--- src/rtl/core/sma_pkg.sv ---
// Shared types and constants for the Sobel magnitude/angle core.
package sma_pkg;

   localparam int PIX_W      = 10;   // summed channel value
   localparam int CHAN_W     = 8;
   localparam int KERNEL     = 3;
   localparam int GRAD_W     = 13;   // signed gx / gy
   localparam int ABS_W      = 12;   // |gx|, |gy|
   localparam int SQ_W       = 25;   // gx^2 + gy^2
   localparam int ROOT_W     = 26;   // square root working register
   localparam int MAG_W      = 13;
   localparam int ANG_W      = 15;
   localparam int ANG_SHIFT  = 20;   // Q32 -> Q3.12
   localparam int DEN_W      = 13;
   localparam int QUO_W      = 32;
   localparam int ACC_W      = 36;
   localparam int CNT_W      = 5;
   localparam int SQRT_STEPS = 13;
   localparam int DIV_STEPS  = 32;
   localparam int SERIES_TERMS = 20;
   localparam int HEIGHT_W   = 13;
   localparam int Y_W        = 12;
   localparam int MAX_HEIGHT = 4096;
   localparam int CFG_W      = 13;
   localparam int CFG_WIDTH_W = 11;
   localparam int CFG_COUNT_W = 2;
   localparam int CSR_ADDR_W = 2;

   localparam logic signed [ACC_W-1:0] PI4_Q32 = 36'sd3373259426;
   localparam logic signed [ACC_W-1:0] PI2_Q32 = 36'sd6746518852;
   localparam logic signed [ACC_W-1:0] PI_Q32  = 36'sd13493037705;
   localparam logic signed [ACC_W-1:0] ROUND_HALF = 36'sd524288;

   localparam logic [CSR_ADDR_W-1:0] CSR_FRAME_WIDTH   = 2'd0;
   localparam logic [CSR_ADDR_W-1:0] CSR_FRAME_HEIGHT  = 2'd1;
   localparam logic [CSR_ADDR_W-1:0] CSR_CHANNEL_COUNT = 2'd2;

   localparam logic ACT_DRAIN = 1'b1;

   typedef struct packed {
      logic             capture;
      logic             update;
      logic             grad;
      logic             sq;
      logic             sqrt_step;
      logic [CNT_W-1:0] idx;
      logic             aprep;
      logic             div_step;
      logic             tmul;
      logic             t2;
      logic             tstart;
      logic             tacc;
      logic             fin1;
      logic             fin2;
      logic             fin3;
      logic             out_load;
      logic [CNT_W-1:0] term;
   } sma_cmd_type;

   typedef struct packed {
      logic has_result;
      logic zero_grad;
   } sma_status_type;

endpackage

--- src/rtl/core/sma_ctrl.sv ---
// Controller: sequences capture, update, root, divider and series steps.
module sma_ctrl (
   input  logic                    clock,
   input  logic                    reset,
   input  logic                    req_valid,
   output logic                    req_stall,
   output logic                    rsp_valid,
   input  logic                    rsp_stall,
   input  sma_pkg::sma_status_type status,
   output sma_pkg::sma_cmd_type    cmd
);
   import sma_pkg::*;

   typedef enum logic [15:0] {
      S_IDLE   = 16'h0001,
      S_UPDATE = 16'h0002,
      S_GRAD   = 16'h0004,
      S_SQ     = 16'h0008,
      S_SQRT   = 16'h0010,
      S_APREP  = 16'h0020,
      S_DIV    = 16'h0040,
      S_TMUL   = 16'h0080,
      S_T2     = 16'h0100,
      S_TSTART = 16'h0200,
      S_TDIV   = 16'h0400,
      S_TACC   = 16'h0800,
      S_FIN1   = 16'h1000,
      S_FIN2   = 16'h2000,
      S_FIN3   = 16'h4000,
      S_OUT    = 16'h8000
   } state_type;

   state_type        state_ff, state_in;
   logic [CNT_W-1:0] cnt_ff, cnt_in, k_ff, k_in;
   logic             rsp_valid_ff, out_free;

   assign out_free  = !rsp_valid_ff || !rsp_stall;
   assign req_stall = (state_ff != S_IDLE);
   assign rsp_valid = rsp_valid_ff;

   always_comb begin
      state_in = state_ff;
      cnt_in   = cnt_ff;
      k_in     = k_ff;
      cmd      = '0;
      cmd.idx  = cnt_ff;
      cmd.term = k_ff;
      unique case (state_ff)
         S_IDLE: begin
            if (req_valid) begin
               cmd.capture = 1'b1;
               state_in    = S_UPDATE;
            end
         end
         S_UPDATE: begin
            cmd.update = 1'b1;
            state_in   = status.has_result ? S_GRAD : S_IDLE;
         end
         S_GRAD: begin
            cmd.grad = 1'b1;
            state_in = S_SQ;
         end
         S_SQ: begin
            cmd.sq   = 1'b1;
            cnt_in   = CNT_W'(SQRT_STEPS - 1);
            state_in = S_SQRT;
         end
         S_SQRT: begin
            cmd.sqrt_step = 1'b1;
            cnt_in        = cnt_ff - CNT_W'(1);
            if (cnt_ff == '0) state_in = S_APREP;
         end
         S_APREP: begin
            cmd.aprep = 1'b1;
            cnt_in    = CNT_W'(DIV_STEPS - 1);
            state_in  = status.zero_grad ? S_FIN3 : S_DIV;
         end
         S_DIV: begin
            cmd.div_step = 1'b1;
            cnt_in       = cnt_ff - CNT_W'(1);
            if (cnt_ff == '0) state_in = S_TMUL;
         end
         S_TMUL: begin
            cmd.tmul = 1'b1;
            k_in     = '0;
            state_in = S_T2;
         end
         S_T2: begin
            cmd.t2   = 1'b1;
            state_in = S_TSTART;
         end
         S_TSTART: begin
            cmd.tstart = 1'b1;
            cnt_in     = CNT_W'(DIV_STEPS - 1);
            state_in   = S_TDIV;
         end
         S_TDIV: begin
            cmd.div_step = 1'b1;
            cnt_in       = cnt_ff - CNT_W'(1);
            if (cnt_ff == '0) state_in = S_TACC;
         end
         S_TACC: begin
            cmd.tacc = 1'b1;
            k_in     = k_ff + CNT_W'(1);
            state_in = (k_ff == CNT_W'(SERIES_TERMS - 1)) ? S_FIN1 : S_TSTART;
         end
         S_FIN1: begin
            cmd.fin1 = 1'b1;
            state_in = S_FIN2;
         end
         S_FIN2: begin
            cmd.fin2 = 1'b1;
            state_in = S_FIN3;
         end
         S_FIN3: begin
            cmd.fin3 = 1'b1;
            state_in = S_OUT;
         end
         S_OUT: begin
            if (out_free) begin
               cmd.out_load = 1'b1;
               state_in     = S_IDLE;
            end
         end
         default: state_in = S_IDLE;
      endcase
   end

   always_ff @(posedge clock) begin
      if (reset) begin
         state_ff     <= S_IDLE;
         cnt_ff       <= '0;
         k_ff         <= '0;
         rsp_valid_ff <= 1'b0;
      end else begin
         state_ff <= state_in;
         cnt_ff   <= cnt_in;
         k_ff     <= k_in;
         if (cmd.out_load)     rsp_valid_ff <= 1'b1;
         else if (!rsp_stall)  rsp_valid_ff <= 1'b0;
      end
   end

endmodule

--- config.mk ---
export PLATFORM = sky130hd
export DESIGN_NAME = sma_ctrl
export DESIGN_NICKNAME = d
export VERILOG_FILES = /design/src/rtl/core/sma_pkg.sv /design/src/rtl/core/sma_ctrl.sv
export SDC_FILE = /design/constraint.sdc
export NUM_CORES = 1
export LEC_CHECK = 0
export ABC_AREA = 1
export BUFFER_PORTS_ARGS = -buffer_cell sky130_fd_sc_hd__buf_2
export CORE_MARGIN = 2
export CORE_UTILIZATION = 55
export CTS_BUF_LIST = sky130_fd_sc_hd__clkbuf_8
export DETAILED_ROUTE_END_ITERATION = 16
export GPL_TIMING_DRIVEN = 0
export MAX_ROUTING_LAYER = met4
export PLACE_DENSITY = 0.86
export SLEW_MARGIN = 20
export SYNTH_ARGS = -nofsm -noshare
export SYNTH_HDL_FRONTEND = slang
export SYNTH_SLANG_ARGS = --single-unit
--- constraint.sdc ---
create_clock -name clock -period 1.9 [get_ports clock]
set_clock_uncertainty 0.1 [all_clocks]
set_input_delay 0.19 -clock clock [delete_from_list [all_inputs] [get_ports clock]]
set_output_delay 0.19 -clock clock [all_outputs]
set_load 0.05 [all_outputs]
## Word level (Yosys, flattened, before mapping)

Cells that the tools add are included.

- Register bits: 27
- Input bits: 6
- Output and inout bits: 27
- Logic and storage cells: 70

- Add/subtract/negate cells: 2
- Eq/ne operators: 24
- Mux-type cells: 30
- Reduce and logical (&&, ||, !) cells: 10

Operators with widths:

| cell | count |
|---|---|
| 16-bit case mux with 16 select lines | 1 |
| 16-bit two-way mux | 5 |
| 1-bit two-way mux | 19 |
| 16-bit by 1-bit == test with 1-bit output, second input constant | 1 |
| 16-bit by 10-bit == test with 1-bit output, second input constant | 1 |
| 16-bit by 11-bit == test with 1-bit output, second input constant | 1 |
| 16-bit by 12-bit == test with 1-bit output, second input constant | 1 |
| 16-bit by 13-bit == test with 1-bit output, second input constant | 1 |
| 16-bit by 14-bit == test with 1-bit output, second input constant | 1 |
| 16-bit by 15-bit == test with 1-bit output, second input constant | 1 |
| 16-bit == test, second input constant | 1 |
| 16-bit by 2-bit == test with 1-bit output, second input constant | 1 |
| 16-bit by 3-bit == test with 1-bit output, second input constant | 1 |
| 16-bit by 4-bit == test with 1-bit output, second input constant | 1 |
| 16-bit by 5-bit == test with 1-bit output, second input constant | 1 |
| 16-bit by 6-bit == test with 1-bit output, second input constant | 1 |
| 16-bit by 7-bit == test with 1-bit output, second input constant | 1 |
| 16-bit by 8-bit == test with 1-bit output, second input constant | 1 |
| 16-bit by 9-bit == test with 1-bit output, second input constant | 1 |
| 16-bit by 1-bit != test with 1-bit output, second input constant | 1 |
| 15-bit two-way mux | 1 |
| 5-bit case mux with 3 select lines | 1 |
| 13-bit two-way mux | 1 |
| 2-bit != test, second input constant | 5 |
| 14 further kinds | 16 |

## Longest topological paths before layout

- Depth in word-level cells: 5
- Depth in mapped cells: 13
- Depth with buffers taken out: 12

## Worst setup path before layout

Ideal clock, no wire load.

- Path type: reg-to-output
- From: reg state_ff[8]
- To: out cmd[24] (netlist name)
- Arrival: 1,838 ps
- Data required time: 1,610 ps
- Path slack: -228 ps
- Cell stages (with the launch flop): 8
- Buffers on the path: 0
- Cell sequence: dfxtp_1 > nor2_2 > nand2_4 > nor2_8 > nand2_4 > nor2_4 > inv_1 > nor2_1

RTL lines:

| what | line | text |
|---|---|---|
| start: declaration | sma_ctrl.sv:33 | `state_type state_ff, state_in;` |
| start signal: assignment | sma_ctrl.sv:136 | `state_ff <= state_in;` |
| end: declaration | sma_ctrl.sv:10 | `output sma_pkg::sma_cmd_type cmd` |

==> run_results.csv <==
group,metric,value,unit
finish,antenna_cells,0,
sta,slew_viol_final,0,
finish,area_delta_synth_final,27.4,%
cts,cts_made_buffers,3,
placed_design,place_hpwl,2.92,mm
power,leakage,1.17,nW
sta,final-setup-viol-count,1,
worst_hold_path,hold_class,"primary input to flip-flop",
yosys,synth_edf_count,0,
sta,maxSlewHeadroom,66.3,%
routing,viasPerCell,5.25,
worst_setup_path,cp_common_cell,"inv_2",
worst_setup_path,cp.depth,9,
power,peakVddDrop,0.591,mV
sta,tightest_slew,0.506,ns
floorplan,fp.dieH,59.2,µm
floorplan,ioPinCount,33,
floorplan,initial_core_util,56.2,%
placed_design,dp_slack,0.0569,ns
worst_setup_path,startpoint_type,"flip-flop",
global_route,grt_pass1_vias,1631,
worst_setup_path,critPathBufInv,4,
yosys,synth.distinct_cells,27,
global_route,track_usage,25.2,%
yosys,syn_avg_cell_area,6.36,µm²
worst_setup_path,crit_type,"flip-flop to primary output",
worst_setup_path,cp_max_fo,3,
routing,final_antenna_net_count,0,
worst_setup_path,required,1.61,ns
floorplan,die_x,59.2,µm
sta,setup_slack,-0.0644,ns
worst_setup_path,reg2regPathDepth,11,
worst_hold_path,hold_depth,3,
worst_setup_path,worst_ep_arrival_time,1.67,ns
yosys,yosysSeqAreaShare,32.3,%
cts,clk_pin_slew_worst_paths,0.10,ns
yosys,netlist_instances,263,
yosys,synth.most_common_cell,"nand2_1",
sta,hold_violations,0,
routing,first_pass_iters,5,
routing,drt-initial-drc-count,92,
yosys,syn_area,1670,µm²
worst_setup_path,critPathSlowestCell,"dfxtp_2",
finish,design_area,2130,µm²
worst_setup_path,crit_chain,"nor2_4 > nand2_4 > nor2_8 > buf_6 > inv_2 > nor2_2 > nand4_1 > inv_2 > buf_8",
global_route,grt_antenna_before_repair,0,
yosys,async_flop_share,0,%
power,power.density,1010,nW/µm²
sta,fin_crit,1.96,ns
worst_setup_path,critPathMaxStageDelay,0.35,ns
flow_run,cap_violations,0,
cts,cts_tree,"yes",
cts,cts_sinks,27,
finish,drive_gt1_share,28.8,%
placed_design,placed_area,1880,µm²
routing,avgRoutedWirePerCell,12.2,µm
sta,period_share,103,%
yosys,ys_seq_elements,27,
cts,cts-root-buf,"clkbuf_8",
sta,max_freq,0.509,GHz
yosys,synth_ff_type,"dfxtp_1",
floorplan,core_area,2980,µm²
global_route,grt_max_degree,15,
routing,num_vias,1796,
sta,rsz0062_at_grt,"yes",
routing,drc_errors,0,
yosys,synth_commonest_cells,"59 x nand2_1, 40 x nor2_1, 38 x inv_1, 27 x dfxtp_1, 21 x nand3_1",
placed_design,portBuffers,31,
yosys,synthesis.nets,272,
outcome,failed_checks,"negative setup slack",
yosys,synth_area_leaders,"dfxtp_1 32%, nand2_1 13%, nor2_1 9.0%, inv_1 8.5%, nand3_1 6.3%",
cts,htree_levels,1,
cts,clk_path_buf_depth,2,
floorplan,dieArea,3500,µm²
worst_setup_path,endpoint_kind,"primary output",
routing,wl,4.18,mm
cts,hold_buffers,0,
worst_setup_path,cp_top_family,"simple AND/OR/NAND/NOR gates",
cts,insertion_delay,0.28,ns
placed_design,gp_congestion,0.872,
outcome,status,"complete, but fails checks",
yosys,synth_top_area_cell,"dfxtp_1",
global_route,overflow,0,
floorplan,rows,20,
global_route,grt_pass1_wl,6.68,mm
yosys,yosysTopAreaCellShare,32.3,%
finish,finalNetCount,319,
yosys,yosysWarnings,0,
[worst register-to-register path: stages, from the launching register on]
cell	delay, ns
dfxtp_2	0.35
nor2_4	0.15
nand2_4	0.09
nor2_8	0.14
buf_4	0.13
nand2_1	0.10
nand3_1	0.16
nand2_1	0.09
nand2_2	0.14
inv_2	0.09
nand2_1	0.09
nand2_1	0.05
[logic make-up after synthesis]
family,synth area share [%]
buffers and inverters,12.1
XOR/XNOR,2.62
flip-flops,32.3
adder cells (fa/ha/maj),2.24
AND/OR/NAND/NOR,42.1
AO/OA/AOI/OAI,8.60
[cells in the final DEF, fill, tap and decap left out]
| cell type | n |
|---|---|
| clkinv_1 | 1 |
| nor2_1 | 37 |
| nand3b_1 | 1 |
| nor2_8 | 1 |
| clkbuf_1 | 2 |
| clkbuf_8 | 3 |
| nand4_1 | 2 |
| buf_6 | 7 |
| o21ai_0 | 9 |
| clkinv_2 | 1 |
| nand2_1 | 57 |
| nor3_1 | 4 |
| inv_2 | 8 |
| clkbuf_4 | 2 |
| nor4_1 | 1 |
| xor2_1 | 3 |
| nand2_2 | 6 |
| ha_1 | 3 |
| buf_2 | 18 |
| nand2_4 | 5 |
| or2_1 | 1 |
| o21a_1 | 2 |
| a21oi_1 | 15 |
| xnor2_1 | 2 |
| inv_1 | 37 |
| buf_8 | 1 |
| dfxtp_2 | 5 |
| dfxtp_1 | 22 |
| nor2_2 | 4 |
| buf_4 | 16 |
| nand3_2 | 1 |
| nand3_1 | 21 |
| a21oi_2 | 1 |
| nor2_4 | 10 |
[area by class of cell]
| cell class | instances | area (µm²) |
|---|---|---|
| Buffer | 4 | 30.0 |
| Clock buffer | 3 | 41.3 |
| Clock inverter | 1 | 3.75 |
| Fill cell | 232 | 847 |
| Inverter | 46 | 174 |
| Multi-Input combinational cell | 186 | 997 |
| Sequential cell | 27 | 547 |
| Tap cell | 33 | 41.3 |
| Timing Repair Buffer | 42 | 297 |
[through the flow]
stage,hold slack [ns],TNS [ns],power [mW],cells,utilization [%]
floorplan,0.231,0,1.51,263,-
global placement,0.359,0,1.67,327,63.0
detailed placement,0.363,0,1.69,327,63.0
CTS,0.0675,-0.0158,2.04,336,68.0
global route,0.0631,-0.292,2.28,342,71.6
finish,0.0739,-0.0644,2.15,342,71.6
[routing by layer]
layer  wire length (µm)  vias up  global-route usage (%)
li1                   -      905                       -
met1               1730      815                    29.5
met2               2160       68                    43.3
met3                213        8                    3.93
met4                 74        0                    9.42
met5                  0        -                       -
[where the power goes]
group          internal, mW  total [mW]  leakage, nW  switching [mW]
clock network         0.145       0.331       0.0269           0.186
logic                 0.374        1.14        0.918           0.762
registers             0.623       0.678        0.221          0.0555
[flip-flops by register name, summed over array words and instances, names as in the netlist]
register and count:
rsp_valid 1, k_ff 5, state_ff 16, cnt_ff 5
[final timing paths]
check | to | slack (ns) | start
worst max-delay path | cmd[12] | -0.06 | state_ff[13]
worst min register to register | rsp_valid | 0.41 | rsp_valid
worst min-delay path | state_ff[2] | 0.07 | status[1]
worst max register to register | state_ff[0] | 0.12 | state_ff[13]
[repair_timing]
item | CTS | global route
pin swaps | 3 | 7
setup buffers | 5 | 6
setup endpoints to repair | 9 | 21
gates resized for setup | 20 | 24
(Power assumes the default switching activity.)
